<file path="src/rtl/aiu_pkg.sv">
// ----------------------------------------------------------------------------
// Alphabet index unpacker package
// Shared constants, the front-to-back queue entry and the symbol width rule.
// ----------------------------------------------------------------------------
package aiu_pkg;

  localparam int unsigned AlphabetDepthDefault = 128;
  localparam int unsigned ByteW                = 8;
  localparam int unsigned TotalW               = 16;
  localparam int unsigned NumW                 = 16;
  localparam int unsigned BufW                 = 15;
  localparam int unsigned CntW                 = 4;
  localparam int unsigned WidthW               = 3;
  localparam int unsigned IdxW                 = 7;
  localparam int unsigned QueueDepth           = 4;

  // One entry per header or packed-data byte, in arrival order.
  typedef struct packed {
    logic             is_header;
    logic [ByteW-1:0] data;
  } q_entry_t;

  // Smallest width of 1 to 7 bits whose range covers the alphabet size; sizes above 128 also get width 7.
  function automatic logic [WidthW-1:0] symbol_width_f(input logic [ByteW-1:0] size);
    logic [WidthW-1:0] w;
    if (size <= 8'd2) begin
      w = 3'd1;
    end else if (size <= 8'd4) begin
      w = 3'd2;
    end else if (size <= 8'd8) begin
      w = 3'd3;
    end else if (size <= 8'd16) begin
      w = 3'd4;
    end else if (size <= 8'd32) begin
      w = 3'd5;
    end else if (size <= 8'd64) begin
      w = 3'd6;
    end else begin
      w = 3'd7;
    end
    return w;
  endfunction

endpackage

</file>
<file path="src/rtl/aiu_ram.sv">
// ----------------------------------------------------------------------------
// Generic RAM
// One write port, one read port with registered read data.
// ----------------------------------------------------------------------------
module aiu_ram #(
  parameter int unsigned WIDTH = 8,
  parameter int unsigned DEPTH = 128
) (
  input  logic                     clk_i,
  input  logic                     we_i,
  input  logic [$clog2(DEPTH)-1:0] waddr_i,
  input  logic [WIDTH-1:0]         wdata_i,
  input  logic                     re_i,
  input  logic [$clog2(DEPTH)-1:0] raddr_i,
  output logic [WIDTH-1:0]         rdata_o
);

  logic [WIDTH-1:0] mem_q [DEPTH];
  logic [WIDTH-1:0] rdata_q;

  always_ff @(posedge clk_i) begin
    if (we_i) begin
      mem_q[waddr_i] <= wdata_i;
    end
    if (re_i) begin
      rdata_q <= mem_q[raddr_i];
    end
  end

  assign rdata_o = rdata_q;

endmodule

</file>
<file path="src/rtl/aiu_queue.sv">
// ----------------------------------------------------------------------------
// Front-to-back queue
// Small register FIFO that decouples byte classification from unpacking.
// ----------------------------------------------------------------------------
module aiu_queue (
  input  logic              clk_i,
  input  logic              rst_ni,
  input  logic              push_valid_i,
  output logic              push_ready_o,
  input  aiu_pkg::q_entry_t push_entry_i,
  output logic              pop_valid_o,
  input  logic              pop_ready_i,
  output aiu_pkg::q_entry_t pop_entry_o,
  output logic              empty_o
);

  localparam int unsigned PtrW = $clog2(aiu_pkg::QueueDepth);
  localparam int unsigned FillW = $clog2(aiu_pkg::QueueDepth + 1);

  aiu_pkg::q_entry_t entries_q [aiu_pkg::QueueDepth];
  logic [PtrW-1:0]   wr_ptr_q, wr_ptr_d;
  logic [PtrW-1:0]   rd_ptr_q, rd_ptr_d;
  logic [FillW-1:0]  fill_q, fill_d;
  logic              push, pop;

  assign push_ready_o = (fill_q != FillW'(aiu_pkg::QueueDepth));
  assign pop_valid_o  = (fill_q != '0);
  assign empty_o      = (fill_q == '0);
  assign pop_entry_o  = entries_q[rd_ptr_q];

  assign push = push_valid_i && push_ready_o;
  assign pop  = pop_valid_o && pop_ready_i;

  always_comb begin
    wr_ptr_d = push ? PtrW'(wr_ptr_q + 1'b1) : wr_ptr_q;
    rd_ptr_d = pop ? PtrW'(rd_ptr_q + 1'b1) : rd_ptr_q;
    fill_d   = fill_q;
    if (push && !pop) begin
      fill_d = FillW'(fill_q + 1'b1);
    end else if (pop && !push) begin
      fill_d = FillW'(fill_q - 1'b1);
    end
  end

  always_ff @(posedge clk_i or negedge rst_ni) begin
    if (!rst_ni) begin
      wr_ptr_q <= '0;
      rd_ptr_q <= '0;
      fill_q   <= '0;
    end else begin
      wr_ptr_q <= wr_ptr_d;
      rd_ptr_q <= rd_ptr_d;
      fill_q   <= fill_d;
    end
  end

  always_ff @(posedge clk_i) begin
    if (push) begin
      entries_q[wr_ptr_q] <= push_entry_i;
    end
  end

endmodule

</file>
<file path="src/rtl/aiu_front.sv">
// ----------------------------------------------------------------------------
// Unpacker front end
// Classifies input bytes, fills the alphabet RAM and queues header and data.
// ----------------------------------------------------------------------------
module aiu_front #(
  parameter int unsigned ALPHABET_DEPTH = aiu_pkg::AlphabetDepthDefault
) (
  input  logic                              clk_i,
  input  logic                              rst_ni,
  input  logic                              in_valid_i,
  output logic                              in_ready_o,
  input  logic [aiu_pkg::ByteW-1:0]         in_byte_i,
  input  logic                              in_start_i,
  input  logic                              drained_i,
  output logic                              push_valid_o,
  input  logic                              push_ready_i,
  output aiu_pkg::q_entry_t                 push_entry_o,
  output logic                              ram_we_o,
  output logic [$clog2(ALPHABET_DEPTH)-1:0] ram_waddr_o,
  output logic [aiu_pkg::ByteW-1:0]         ram_wdata_o
);

  localparam int unsigned AddrW = $clog2(ALPHABET_DEPTH);

  typedef enum logic [1:0] {
    PH_HEADER,
    PH_ALPHA,
    PH_DATA
  } phase_e;

  phase_e                    phase_q, phase_d;
  logic [aiu_pkg::ByteW-1:0] size_q, size_d;
  logic [aiu_pkg::ByteW-1:0] fill_q, fill_d;
  logic [aiu_pkg::ByteW-1:0] fill_inc;
  logic                      accept, is_header;

  // Alphabet writes wait until every older symbol has read the RAM.
  assign in_ready_o = push_ready_i && ((phase_q != PH_ALPHA) || drained_i);
  assign accept     = in_valid_i && in_ready_o;
  assign is_header  = in_start_i || (phase_q == PH_HEADER);
  assign fill_inc   = fill_q + 8'd1;

  assign push_valid_o           = accept && (is_header || (phase_q == PH_DATA));
  assign push_entry_o.is_header = is_header;
  assign push_entry_o.data      = in_byte_i;

  assign ram_we_o    = accept && !is_header && (phase_q == PH_ALPHA) &&
                       (fill_q < aiu_pkg::ByteW'(ALPHABET_DEPTH));
  assign ram_waddr_o = fill_q[AddrW-1:0];
  assign ram_wdata_o = in_byte_i;

  always_comb begin
    phase_d = phase_q;
    size_d  = size_q;
    fill_d  = fill_q;
    if (accept) begin
      if (is_header) begin
        size_d  = in_byte_i;
        fill_d  = '0;
        phase_d = (in_byte_i == '0) ? PH_DATA : PH_ALPHA;
      end else begin
        unique case (phase_q)
          PH_ALPHA: begin
            fill_d = fill_inc;
            if (fill_inc >= size_q) begin
              phase_d = PH_DATA;
            end
          end
          PH_DATA:   phase_d = PH_DATA;
          default:   phase_d = PH_HEADER;
        endcase
      end
    end
  end

  always_ff @(posedge clk_i or negedge rst_ni) begin
    if (!rst_ni) begin
      phase_q <= PH_HEADER;
      size_q  <= '0;
      fill_q  <= '0;
    end else begin
      phase_q <= phase_d;
      size_q  <= size_d;
      fill_q  <= fill_d;
    end
  end

endmodule

</file>
<file path="src/rtl/aiu_back.sv">
// ----------------------------------------------------------------------------
// Unpacker back end
// Slices queued data bytes into indices, looks them up and registers results.
// ----------------------------------------------------------------------------
module aiu_back #(
  parameter int unsigned ALPHABET_DEPTH = aiu_pkg::AlphabetDepthDefault
) (
  input  logic                              clk_i,
  input  logic                              rst_ni,
  input  logic [aiu_pkg::TotalW-1:0]        total_bits_i,
  input  logic                              pop_valid_i,
  output logic                              pop_ready_o,
  input  aiu_pkg::q_entry_t                 pop_entry_i,
  output logic                              busy_o,
  output logic                              ram_re_o,
  output logic [$clog2(ALPHABET_DEPTH)-1:0] ram_raddr_o,
  input  logic [aiu_pkg::ByteW-1:0]         ram_rdata_i,
  output logic                              out_valid_o,
  input  logic                              out_ready_i,
  output logic [aiu_pkg::ByteW-1:0]         out_symbol_o,
  output logic [aiu_pkg::NumW-1:0]          out_number_o,
  output logic                              out_last_o,
  output logic                              out_done_o
);

  localparam int unsigned AddrW = $clog2(ALPHABET_DEPTH);

  // Unpack stage state.
  logic [aiu_pkg::WidthW-1:0] width_q, width_d;
  logic [aiu_pkg::ByteW-1:0]  size_q, size_d;
  logic [aiu_pkg::BufW-1:0]   buf_q, buf_d, buf1;
  logic [aiu_pkg::CntW-1:0]   cnt_q, cnt_d, cnt1;
  logic [aiu_pkg::TotalW-1:0] pos_q, pos_d, pos1;
  logic [aiu_pkg::NumW-1:0]   num_q, num_d, num1;
  logic                       done_q, done_d, done1;

  // Result stage.
  logic                       b_valid_q;
  logic [aiu_pkg::NumW-1:0]   b_num_q;
  logic                       b_last_q, b_done_q, b_hit_q;

  logic [aiu_pkg::CntW-1:0]   w_ext, cnt_left;
  logic [aiu_pkg::ByteW-1:0]  mask;
  logic [aiu_pkg::IdxW-1:0]   idx;
  logic [aiu_pkg::TotalW:0]   pos_sum;
  logic [aiu_pkg::TotalW-1:0] pos_next;
  logic                       pend, b_can, emit, take;
  logic                       sym_done, sym_last, hit;

  assign w_ext    = aiu_pkg::CntW'(width_q);
  assign pend     = (cnt_q >= w_ext) && !done_q;
  assign b_can    = !b_valid_q || out_ready_i;
  assign emit     = pend && b_can;

  assign mask     = (8'd1 << width_q) - 8'd1;
  assign idx      = buf_q[aiu_pkg::IdxW-1:0] & mask[aiu_pkg::IdxW-1:0];
  assign hit      = ({1'b0, idx} < size_q) &&
                    ({1'b0, idx} < aiu_pkg::ByteW'(ALPHABET_DEPTH));
  assign pos_sum  = {1'b0, pos_q} + (aiu_pkg::TotalW + 1)'(width_q);
  assign pos_next = pos_sum[aiu_pkg::TotalW] ? '1 : pos_sum[aiu_pkg::TotalW-1:0];
  assign sym_done = (pos_next >= total_bits_i);
  assign cnt_left = cnt_q - w_ext;
  assign sym_last = sym_done || (cnt_left < w_ext);

  assign ram_re_o    = emit;
  assign ram_raddr_o = idx[AddrW-1:0];

  // State after this cycle's symbol, so a new byte can merge in the same cycle.
  always_comb begin
    buf1  = buf_q;
    cnt1  = cnt_q;
    pos1  = pos_q;
    num1  = num_q;
    done1 = done_q;
    if (emit) begin
      buf1  = buf_q >> width_q;
      cnt1  = cnt_left;
      pos1  = pos_next;
      num1  = num_q + 16'd1;
      done1 = done_q || sym_done;
    end
  end

  assign take        = pop_valid_i && !((cnt1 >= w_ext) && !done1);
  assign pop_ready_o = take;
  assign busy_o      = pend;

  always_comb begin
    width_d = width_q;
    size_d  = size_q;
    buf_d   = buf1;
    cnt_d   = cnt1;
    pos_d   = pos1;
    num_d   = num1;
    done_d  = done1;
    if (take) begin
      if (pop_entry_i.is_header) begin
        size_d  = pop_entry_i.data;
        width_d = aiu_pkg::symbol_width_f(pop_entry_i.data);
        buf_d   = '0;
        cnt_d   = '0;
        pos_d   = '0;
        num_d   = '0;
        done_d  = 1'b0;
      end else if (done1 || (pos1 >= total_bits_i)) begin
        done_d = 1'b1;
      end else begin
        buf_d = buf1 | (aiu_pkg::BufW'(pop_entry_i.data) << cnt1);
        cnt_d = cnt1 + 4'd8;
      end
    end
  end

  always_ff @(posedge clk_i or negedge rst_ni) begin
    if (!rst_ni) begin
      width_q   <= 3'd1;
      size_q    <= '0;
      buf_q     <= '0;
      cnt_q     <= '0;
      pos_q     <= '0;
      num_q     <= '0;
      done_q    <= 1'b0;
      b_valid_q <= 1'b0;
    end else begin
      width_q <= width_d;
      size_q  <= size_d;
      buf_q   <= buf_d;
      cnt_q   <= cnt_d;
      pos_q   <= pos_d;
      num_q   <= num_d;
      done_q  <= done_d;
      if (b_can) begin
        b_valid_q <= emit;
      end
    end
  end

  always_ff @(posedge clk_i) begin
    if (emit) begin
      b_num_q  <= num_q;
      b_last_q <= sym_last;
      b_done_q <= sym_done;
      b_hit_q  <= hit;
    end
  end

  assign out_valid_o  = b_valid_q;
  assign out_symbol_o = b_hit_q ? ram_rdata_i : '0;
  assign out_number_o = b_num_q;
  assign out_last_o   = b_last_q;
  assign out_done_o   = b_done_q;

endmodule

</file>
<file path="src/rtl/alphabet_index_unpacker_core.sv">
// ----------------------------------------------------------------------------
// Alphabet index unpacker core
// Decodes a header, an alphabet and packed fixed-width indices into characters.
// ----------------------------------------------------------------------------
// Usage: bytes enter on the s_axis channel, one per transfer; tuser set marks
// the first byte of a message (the alphabet size). The first byte after reset
// is also taken as a header. Alphabet bytes follow, then packed data.
// Each decoded character leaves on m_axis with its position in tdata, tlast
// on the last symbol a byte produced and tuser on the final symbol.
// total_bits is written on the cfg channel; the user must do so only while the
// core is idle, which the core itself does not enforce. Throughput: a data byte
// stays in the unpack stage until the symbols it yields (up to eight at width
// one) are emitted; the result channel carries one symbol per cycle while
// m_axis is not stalled. Each alphabet byte waits until all queued symbols have
// read the alphabet RAM, so that no entry still being looked up is overwritten.
// A data byte goes through the queue, the unpack stage and the result stage.
// A four-entry queue lets input transfers continue while m_axis is stalled.
// Reset clears all control state; the alphabet RAM is not cleared.
// ----------------------------------------------------------------------------
module alphabet_index_unpacker_core #(
  parameter int unsigned ALPHABET_DEPTH = aiu_pkg::AlphabetDepthDefault
) (
  input  logic        clk_i,
  input  logic        rst_ni,
  input  logic        cfg_valid_i,
  output logic        cfg_ready_o,
  input  logic [15:0] cfg_wdata_i,     // total_bits
  input  logic        s_axis_tvalid,
  output logic        s_axis_tready,
  input  logic [7:0]  s_axis_tdata,    // [7:0] encoded_byte
  input  logic        s_axis_tuser,    // [0] message_start
  output logic        m_axis_tvalid,
  input  logic        m_axis_tready,
  output logic [23:0] m_axis_tdata,    // [7:0] symbol, [23:8] symbol_number
  output logic        m_axis_tlast,    // last_in_run
  output logic        m_axis_tuser     // [0] message_done
);

  localparam int unsigned AddrW = $clog2(ALPHABET_DEPTH);

  logic [aiu_pkg::TotalW-1:0] total_bits_q;
  logic                       push_valid, push_ready, pop_valid, pop_ready, q_empty;
  aiu_pkg::q_entry_t          push_entry, pop_entry;
  logic                       back_busy, drained;
  logic                       ram_we, ram_re;
  logic [AddrW-1:0]           ram_waddr, ram_raddr;
  logic [aiu_pkg::ByteW-1:0]  ram_wdata, ram_rdata;
  logic [aiu_pkg::ByteW-1:0]  out_symbol;
  logic [aiu_pkg::NumW-1:0]   out_number;

  assign cfg_ready_o = 1'b1;

  always_ff @(posedge clk_i or negedge rst_ni) begin
    if (!rst_ni) begin
      total_bits_q <= '0;
    end else if (cfg_valid_i) begin
      total_bits_q <= cfg_wdata_i;
    end
  end

  assign drained = q_empty && !back_busy;

  aiu_front #(
    .ALPHABET_DEPTH(ALPHABET_DEPTH)
  ) u_front (
    .clk_i        (clk_i),
    .rst_ni       (rst_ni),
    .in_valid_i   (s_axis_tvalid),
    .in_ready_o   (s_axis_tready),
    .in_byte_i    (s_axis_tdata),
    .in_start_i   (s_axis_tuser),
    .drained_i    (drained),
    .push_valid_o (push_valid),
    .push_ready_i (push_ready),
    .push_entry_o (push_entry),
    .ram_we_o     (ram_we),
    .ram_waddr_o  (ram_waddr),
    .ram_wdata_o  (ram_wdata)
  );

  aiu_queue u_queue (
    .clk_i        (clk_i),
    .rst_ni       (rst_ni),
    .push_valid_i (push_valid),
    .push_ready_o (push_ready),
    .push_entry_i (push_entry),
    .pop_valid_o  (pop_valid),
    .pop_ready_i  (pop_ready),
    .pop_entry_o  (pop_entry),
    .empty_o      (q_empty)
  );

  aiu_ram #(
    .WIDTH(aiu_pkg::ByteW),
    .DEPTH(ALPHABET_DEPTH)
  ) u_alpha_ram (
    .clk_i   (clk_i),
    .we_i    (ram_we),
    .waddr_i (ram_waddr),
    .wdata_i (ram_wdata),
    .re_i    (ram_re),
    .raddr_i (ram_raddr),
    .rdata_o (ram_rdata)
  );

  aiu_back #(
    .ALPHABET_DEPTH(ALPHABET_DEPTH)
  ) u_back (
    .clk_i        (clk_i),
    .rst_ni       (rst_ni),
    .total_bits_i (total_bits_q),
    .pop_valid_i  (pop_valid),
    .pop_ready_o  (pop_ready),
    .pop_entry_i  (pop_entry),
    .busy_o       (back_busy),
    .ram_re_o     (ram_re),
    .ram_raddr_o  (ram_raddr),
    .ram_rdata_i  (ram_rdata),
    .out_valid_o  (m_axis_tvalid),
    .out_ready_i  (m_axis_tready),
    .out_symbol_o (out_symbol),
    .out_number_o (out_number),
    .out_last_o   (m_axis_tlast),
    .out_done_o   (m_axis_tuser)
  );

  assign m_axis_tdata = {out_number, out_symbol};

  // An alphabet write must never race a pending lookup of older data.
  a_ram_write_drained: assert property (@(posedge clk_i) disable iff (!rst_ni)
    ram_we |-> (q_empty && !back_busy))
    else $error("alphabet write while lookups are pending");

  // The final symbol of a message always ends its run.
  a_done_is_last: assert property (@(posedge clk_i) disable iff (!rst_ni)
    (m_axis_tvalid && m_axis_tuser) |-> m_axis_tlast)
    else $error("message done without end of run");

  // A lookup is only issued when the result stage can take it.
  a_read_has_slot: assert property (@(posedge clk_i) disable iff (!rst_ni)
    (ram_re && m_axis_tvalid) |-> m_axis_tready)
    else $error("lookup issued into a stalled result stage");

endmodule
</file>
<file path="config.mk">
export PLATFORM = sky130hd
export DESIGN_NAME = alphabet_index_unpacker_core
export DESIGN_NICKNAME = d
export VERILOG_FILES = /design/src/rtl/aiu_pkg.sv /design/src/rtl/aiu_ram.sv /design/src/rtl/aiu_queue.sv /design/src/rtl/aiu_front.sv /design/src/rtl/aiu_back.sv /design/src/rtl/alphabet_index_unpacker_core.sv
export SDC_FILE = /design/constraint.sdc
export NUM_CORES = 2
export LEC_CHECK = 0
export BUFFER_PORTS_ARGS = -buffer_cell sky130_fd_sc_hd__buf_2
export CORE_MARGIN = 3
export CORE_UTILIZATION = 50
export CTS_BUF_LIST = sky130_fd_sc_hd__clkbuf_8
export DETAILED_ROUTE_END_ITERATION = 16
export GPL_TIMING_DRIVEN = 0
export PLACE_DENSITY = 0.66
export SYNTH_ARGS = -nofsm -noshare
export SYNTH_HDL_FRONTEND = slang
export SYNTH_SLANG_ARGS = --single-unit
export TNS_END_PERCENT = 50
</file>
<file path="constraint.sdc">
create_clock -name clk_i -period 8.1 [get_ports clk_i]
set_clock_uncertainty 0.05 [all_clocks]
set_input_delay 0.405 -clock clk_i [delete_from_list [all_inputs] [get_ports clk_i]]
set_output_delay 0.405 -clock clk_i [all_outputs]
set_load 0.05 [all_outputs]
</file>
# [Yosys cells after proc, flatten, opt, wreduce, memory -nomap -nowiden]
# Memory sizes are Yosys's and may differ from the RTL's. A register that Yosys moved wholly into a read port is not among the register bits.
# Index checks and enable logic that the tools add are counted.
[op_classes] add_sub_neg=10 order_cmp=14 eq_ne=5 shifts=3 n_mux=38 bitwise_logic=2 n_reduce_logical=40
[ops] op="$mux 16" n=7
[ops] op="$mux 15" n=4
[ops] op="$ge 16x16->1" n=2
[ops] op="$mux 8" n=3
[ops] op="$mux 3" n=7
[ops] op="$add 16x3->17" n=1
[ops] op="$add 16x1->16 const B" n=1
[ops] op="$mux 4" n=4
[ops] op="$logic_and 1x1->1" n=15
[ops] op="$or 15x15->15" n=1
[ops] op="$shl 8x4->15" n=1
[ops] op="$shr 15x3->15" n=1
[ops] op="$mux 1" n=9
[ops] op="$add 8x1->8 const B" n=1
[ops] op="$ge 4x3->1" n=2
[ops] op="$ge 8x8->1" n=1
[ops] op="$le 8x2->1 const B" n=1
[ops] op="$le 8x3->1 const B" n=1
[ops] op="$le 8x4->1 const B" n=1
[ops] op="$le 8x5->1 const B" n=1
[ops] op="$le 8x6->1 const B" n=1
[ops] op="$le 8x7->1 const B" n=1
[ops] op="$logic_not 1->1" n=8
[ops] op="$logic_not 8->1" n=1
[ops] op="24 further kinds" n=37
[totals] register_bits=124 mem_bits_rw=1060 elab_cells=133 mem_count=2
[mem_list] memory="u_alpha_ram.mem_q" words=128 width=8 read_ports=1 rd_ports_with_merged_regs=1 write_ports=1 line_no="aiu_ram.sv:18" source="logic [WIDTH-1:0] mem_q [DEPTH];"
[mem_list] memory="u_queue.entries_q" words=4 width=9 read_ports=1 rd_ports_with_merged_regs=0 write_ports=1 line_no="aiu_queue.sv:20" source="aiu_pkg::q_entry_t entries_q [aiu_pkg::QueueDepth];"

# [Logic depth before layout (Yosys ltp)]
[logic_depth] depth_word=13 ltp_mapped=23 mapped_depth_nobuf=21

# [By module]
# From an unflattened synthesis, not the netlist that was laid out.
[hier_totals] cells_unflattened=2589 area_unflattened_um2=49562.5
[by_module_without_submodules] module="aiu_ram" instances=1 cells_per_inst=1635 area_each_um2=39745.6 seq_area_each_um2=30989.7
[by_module_without_submodules] module="aiu_back" instances=1 cells_per_inst=707 area_each_um2=6145.9 seq_area_each_um2=2173.3
[by_module_without_submodules] module="aiu_queue" instances=1 cells_per_inst=83 area_each_um2=1731.7 seq_area_each_um2=1256.2
[by_module_without_submodules] module="aiu_front" instances=1 cells_per_inst=127 area_each_um2=1272.5 seq_area_each_um2=450.4
[by_module_without_submodules] module="alphabet_index_unpacker_core" instances=1 cells_per_inst=37 area_each_um2=666.9 seq_area_each_um2=400.4

# [Least setup slack after synthesis]
# Ideal clock, no wire load.
[synth_timing] kind="register -> register" start="reg u_back.width_q[2] (netlist name)" end="reg u_back.buf_q[14] (netlist name)" setup_time_ps=101 arrival_ps=5652 required_time_ps=7949 path_slack_ps=2297 stages_incl_launch_ff=21 n_path_buf=5 path_cell_list="dfrtp_1 buf_2 buf_1 inv_2 clkbuf_1 ha_1 a211oi_1 a211o_1 inv_1 clkbuf_1 buf_1 nand2_1 nand2_1 ha_1 a21o_1 a211o_1 a2111oi_0 o41ai_1 a21oi_1 nand3b_1 o32ai_1"
[synth_via] word_cells_on_any_way=25
[synth_lines] item="from (decl)" line_no="aiu_back.sv:29" source="logic [aiu_pkg::WidthW-1:0] width_q, width_d;"
[synth_lines] item="from (signal assigned)" line_no="aiu_back.sv:125" source="width_q <= width_d;"
[synth_lines] item="$ge 4x3->1 *" line_no="aiu_back.sv:51" source="assign pend = (cnt_q >= w_ext) && !done_q;"
[synth_lines] item="$logic_and 1x1->1 *" line_no="aiu_back.sv:51"
[synth_lines] item="$logic_and 1x1->1 *" line_no="aiu_back.sv:53" source="assign emit = pend && b_can;"
[synth_lines] item="named net ram_re" line_no="alphabet_index_unpacker_core.sv:45" source="logic ram_we, ram_re;"
[synth_lines] item="$mux 16, or another cell as far along" line_no="aiu_back.sv:75" source="if (emit) begin"
[synth_lines] item="$ge 16x16->1, or another cell as far along" line_no="aiu_back.sv:105" source="end else if (done1 || (pos1 >= total_bits_i)) begin"
[synth_lines] item="$logic_or 1x1->1, or another cell as far along" line_no="aiu_back.sv:105"
[synth_lines] item="$mux 15 / $logic_not 1->1 (equally long branches)" line_no="aiu_back.sv:105, aiu_back.sv:84"
[synth_lines] item="$mux 15 / $logic_and 1x1->1 (equally long branches)" line_no="aiu_back.sv:97, aiu_back.sv:84"
[synth_lines] item="$mux 15 *" line_no="aiu_back.sv:96" source="if (take) begin"
[synth_lines] item="named net u_back.buf_d (one bit)" line_no="aiu_back.sv:31" source="logic [aiu_pkg::BufW-1:0] buf_q, buf_d, buf1;"
[synth_lines] item="to (signal assigned)" line_no="aiu_back.sv:127" source="buf_q <= buf_d;"
[synth_lines] item="to (decl)" line_no="aiu_back.sv:31"
# Mark *: on every way through the listed nets, which the timed path passes. The rest lies on a longest branch.
# A chain may end at the register's enable or synchronous reset.

# [Worst setup path in the final report]
[layout_timing] start="reg u_back.width_q[1] (netlist name)" end="reg u_back.buf_q[11] (netlist name)"
[layout_via] elab_chain_len=10 word_cells_on_any_way=25
[layout_rtl] item="$add 16x3->17" line_no="aiu_back.sv:59" source="assign pos_sum = {1'b0, pos_q} + (aiu_pkg::TotalW + 1)'(width_q);"
[layout_rtl] item="$mux 16" line_no="aiu_back.sv:60" source="assign pos_next = pos_sum[aiu_pkg::TotalW] ? '1 : pos_sum[aiu_pkg::TotalW-1:0];"
[layout_rtl] item="$ge 16x16->1" line_no="aiu_back.sv:61" source="assign sym_done = (pos_next >= total_bits_i);"
[layout_rtl] item="$logic_or 1x1->1" line_no="aiu_back.sv:80" source="done1 = done_q || sym_done;"
[layout_rtl] item="$mux 1" line_no="aiu_back.sv:75"
[layout_rtl] item="$logic_not 1->1" line_no="aiu_back.sv:84" source="assign take = pop_valid_i && !((cnt1 >= w_ext) && !done1);"
[layout_rtl] item="$logic_and 1x1->1" line_no="aiu_back.sv:84"
[layout_rtl] item="$logic_not 1->1" line_no="aiu_back.sv:84"
[layout_rtl] item="$logic_and 1x1->1" line_no="aiu_back.sv:84"
[layout_rtl] item="$mux 15 *" line_no="aiu_back.sv:96"
[layout_rtl] item="named net u_back.buf_d (one bit)" line_no="aiu_back.sv:31"
# Marks and branches as above.

==> run summary <==
Period minus WS final = 7398 ps
vias in the first global route = 29720
complex-gate fraction of the synthesized area = 5.931%
H-Tree Depth = 4
Post-synth EDFFs = 1087
status = complete, but fails checks
failing checks = capacitance limit
Reg power frac = 38.5%
static leakage = 0.01901 uW
Post-Synthesis Cell Area = 0.04968 mm2
Fin. Hold Viols = 0
nets = 3618
GPL Wtd Cong = 1.004
TritonCTS clock tree = built
ANT nets after route = 0
critical path class = reg -> reg
Root Buffer = clkbuf_8
CP top delay family = buffers and inverters
Port Buf Inserts = 57
overall global routing resource usage = 26.96%
Syn Inst Count = 3233
Via Count = 30730
WL met3 = 15.66 mm
Main synth FF type = edfxtp_1
drt total wl = 138.6 mm
most common cell after layout, fill and taps aside = edfxtp_1
DP Wirelength = 92.94 mm
drt pass-1 iters = 6
buffers and inverters on the worst path = 7
WP data required = 8750 ps
WL met1 = 54.81 mm
met2 routed WL = 62.17 mm
grt ovf = 0
Sw Pwr = 7039 uW
Max-Cap Viols = 1
setup slack at placement = 723.5 ps
Die X = 321.2 um
Slowest cell on crit path = o41ai_1
share of cells above drive strength 1 = 15.71%
largest family of logic cells by synthesized area = multiplexers
final worst path period share = 91.33%
pwr dens = 333.9 mW/mm2
DR iter-0 viols = 4245
distinct cell type count after synthesis = 73
RSZ-0062 raised after global routing = no
sw frac = 37.91%
Yosys warning count = 0
Seq cells post-synth = 1192
clock-pin slew on the worst setup and hold paths = 60 ps
TritonCTS Buffers = 186
combinational share of power = 36.0%
first-pass GRT wire length = 201.6 mm
Seq/Total Area, Yosys = 70.99%
CP Capture Type = register
Slew HR = 2.514%
crit path max fanout = 13
CTS Sinks = 1192
Syn Area/Cell = 15.37 um2
Startpoint Class = register
clock share of power = 25.5%
HP Class = in -> async
total negative slack = 0 ps
Final setup viols = 0
Wirelength per Cell = 28.04 um
top routing layer in use = met5
worst-margin pin slew = 1449 ps
Fillers = 7725
Async S/R FF share, synth = 8.809%
Int Power = 11530 uW
final core utilization = 57.02%
worst stage delay on the critical path = 770 ps
xor/xnor cell area share of the yosys netlist = 0.7052%
Initial Util = 50.92%
drt drc = 0
setup ws final = 702.0 ps
Resize count post-CTS = 0
FP Rows = 114
Via density = 6.217
Max Slew Vio Count = 0
Fmax = 135.2 MHz
Mapped Nets = 3334
mux cell area share after synthesis = 9.721%
worst path arrival time = 8050 ps
chip height = 321.2 um
crit-path cells = buf_2 > clkinv_1 > clkbuf_1 > fa_1 > a211oi_1 > a211o_1 > clkbuf_1 > buf_2 > buf_1 > buf_1 > a21oi_1 > ha_1 > nand2b_1 > a211oi_1 > o21a_1 > o41ai_1 > a21oi_1 > nand3b_1 > o221ai_1
most frequent cells in the layout = 1087 x edfxtp_1, 402 x nand2_1, 251 x nor2_1
Bufs on Longest Clock Path = 3
largest net degree at the start of global routing = 103
clk_lat worst skew = 850 ps
die area = 0.1032 mm2
Area Growth Syn to Fin = 11.97%
Synth Area in Simple Gates = 8.863%
initial antenna violation count = 5
core area = 0.09756 mm2
adder-cell share of the synthesized area = 1.833%
io pins = 59
maximum VDD drop = 0.1968 mV
-- kinds of logic (layout without fill, tap and decap cells) --
| kind of cell | Yosys count | count (layout) |
|---|---|---|
| AOI/OAI and AO/OA | 442 | 442 |
| xor gates and xnor gates | 40 | 40 |
| adders and majority gates | 71 | 71 |
| buffers and inverters | 230 | 663 |
| DFF | 1192 | 1192 |
| muxes | 270 | 270 |
| other | 1 | 2 |
| and+or+nand+nor | 987 | 987 |
-- power by group through the flow --
stage | clock network [uW] | logic (uW) | registers, uW
finish | 4740 | 6690 | 7140
global route | 5070 | 7000 | 7160
CTS | 4790 | 6510 | 7140
detailed placement | 0 | 6470 | 7270
global placement | 0 | 6390 | 7270
floorplan | 0 | 3980 | 7350
-- sequential cells by signal (all words and copies together), names as in the netlist, 2 cells and up --
| name | count |
|---|---|
| u_alpha_ram.mem_q | 1024 |
| u_queue.entries_q | 36 |
| total_bits_q | 16 |
| u_back.num_q | 16 |
| u_back.out_number_o | 16 |
| u_back.pos_q | 16 |
| u_back.buf_q | 15 |
| u_alpha_ram.rdata_o | 8 |
| u_back.size_q | 8 |
| u_front.fill_q | 8 |
| u_front.size_q | 8 |
| u_back.cnt_q | 4 |
| u_back.width_q | 3 |
| u_queue.fill_q | 3 |
| u_front.phase_q | 2 |
| u_queue.rd_ptr_q | 2 |
| u_queue.wr_ptr_q | 2 |
-- layout make-up --
cell class / instances / area (um2) / share of cell area, %
clock inverters: 145 / 787.0 / 1.415
inverters: 59 / 221.5 / 0.3981
multi-input cells: 1811 / 13470 / 24.21
repair buffers: 96 / 892.1 / 1.604
flip-flops and latches: 1192 / 35270 / 63.41
plain buffers: 171 / 747.0 / 1.343
clock buffers: 192 / 2643 / 4.751
diodes: 1 / 2.502 / 0.004499
well taps: 1276 / 1597 / 2.870
-- path summary, 6_finish.rpt --
check,startpoint,endpoint,slack (ps),cells after the start
worst min register to register,u_back.num_q[13]$_DFF_PN0_,u_back.out_number_o[13]$_DFFE_PN_,440,0
max in group asynchronous,rst_ni,u_back.cnt_q[3]$_DFF_PN0_,6990,3
min in group clk_i,s_axis_tdata[4],u_alpha_ram.mem_q[15][4]$_DFFE_PP_,70,2
worst max-delay path,u_back.width_q[1]$_DFFE_PN0P_,u_back.buf_q[11]$_DFF_PN0_,700,19
worst min-delay path,rst_ni,total_bits_q[7]$_DFFE_PN0P_,60,2
worst max register to register,u_back.width_q[1]$_DFFE_PN0P_,u_back.buf_q[11]$_DFF_PN0_,700,19
-- Yosys cell counts (43+ instances only) --
master / number / area share [%]
a211oi_1: 57 / 0.86
a21oi_1: 116 / 1.2
buf_2: 52 / 0.52
clkbuf_1: 86 / 0.65
dfrtp_1: 104 / 5.2
edfxtp_1: 1087 / 66
ha_1: 68 / 1.7
inv_1: 54 / 0.41
mux2i_1: 70 / 1.4
mux4_2: 165 / 7.5
nand2_1: 402 / 3.0
nand3_1: 102 / 1.0
nand4_1: 43 / 0.54
nor2_1: 251 / 1.9
nor2b_1: 55 / 0.69
o21ai_0: 65 / 0.65
-- per-stage QoR --
step	cells	hold WS, ps	power, uW	cell area, um2
after floorplan	3233	59.41	11330	49680
after global placement	4566	411.0	13670	51560
after detailed placement	4578	355.5	13740	51910
after CTS	4942	6.572	18450	55610
after global routing	4943	39.95	19240	55630
final	4943	60.29	18570	55630
-- timing repair --
action	4_1_cts	5_1_grt
hold endpoints to repair	340	0
setup buffers	0	0
hold buffers	27	0
-- metal layers --
layer / vias to the layer above / track usage (%)
met4: 6 / 11.16
li1: 13100 / -
met5: - / 0
met1: 15390 / 38.33
met2: 1888 / 40.40
met3: 350 / 6.386
No activity file was read; power rests on OpenSTA's default activity.
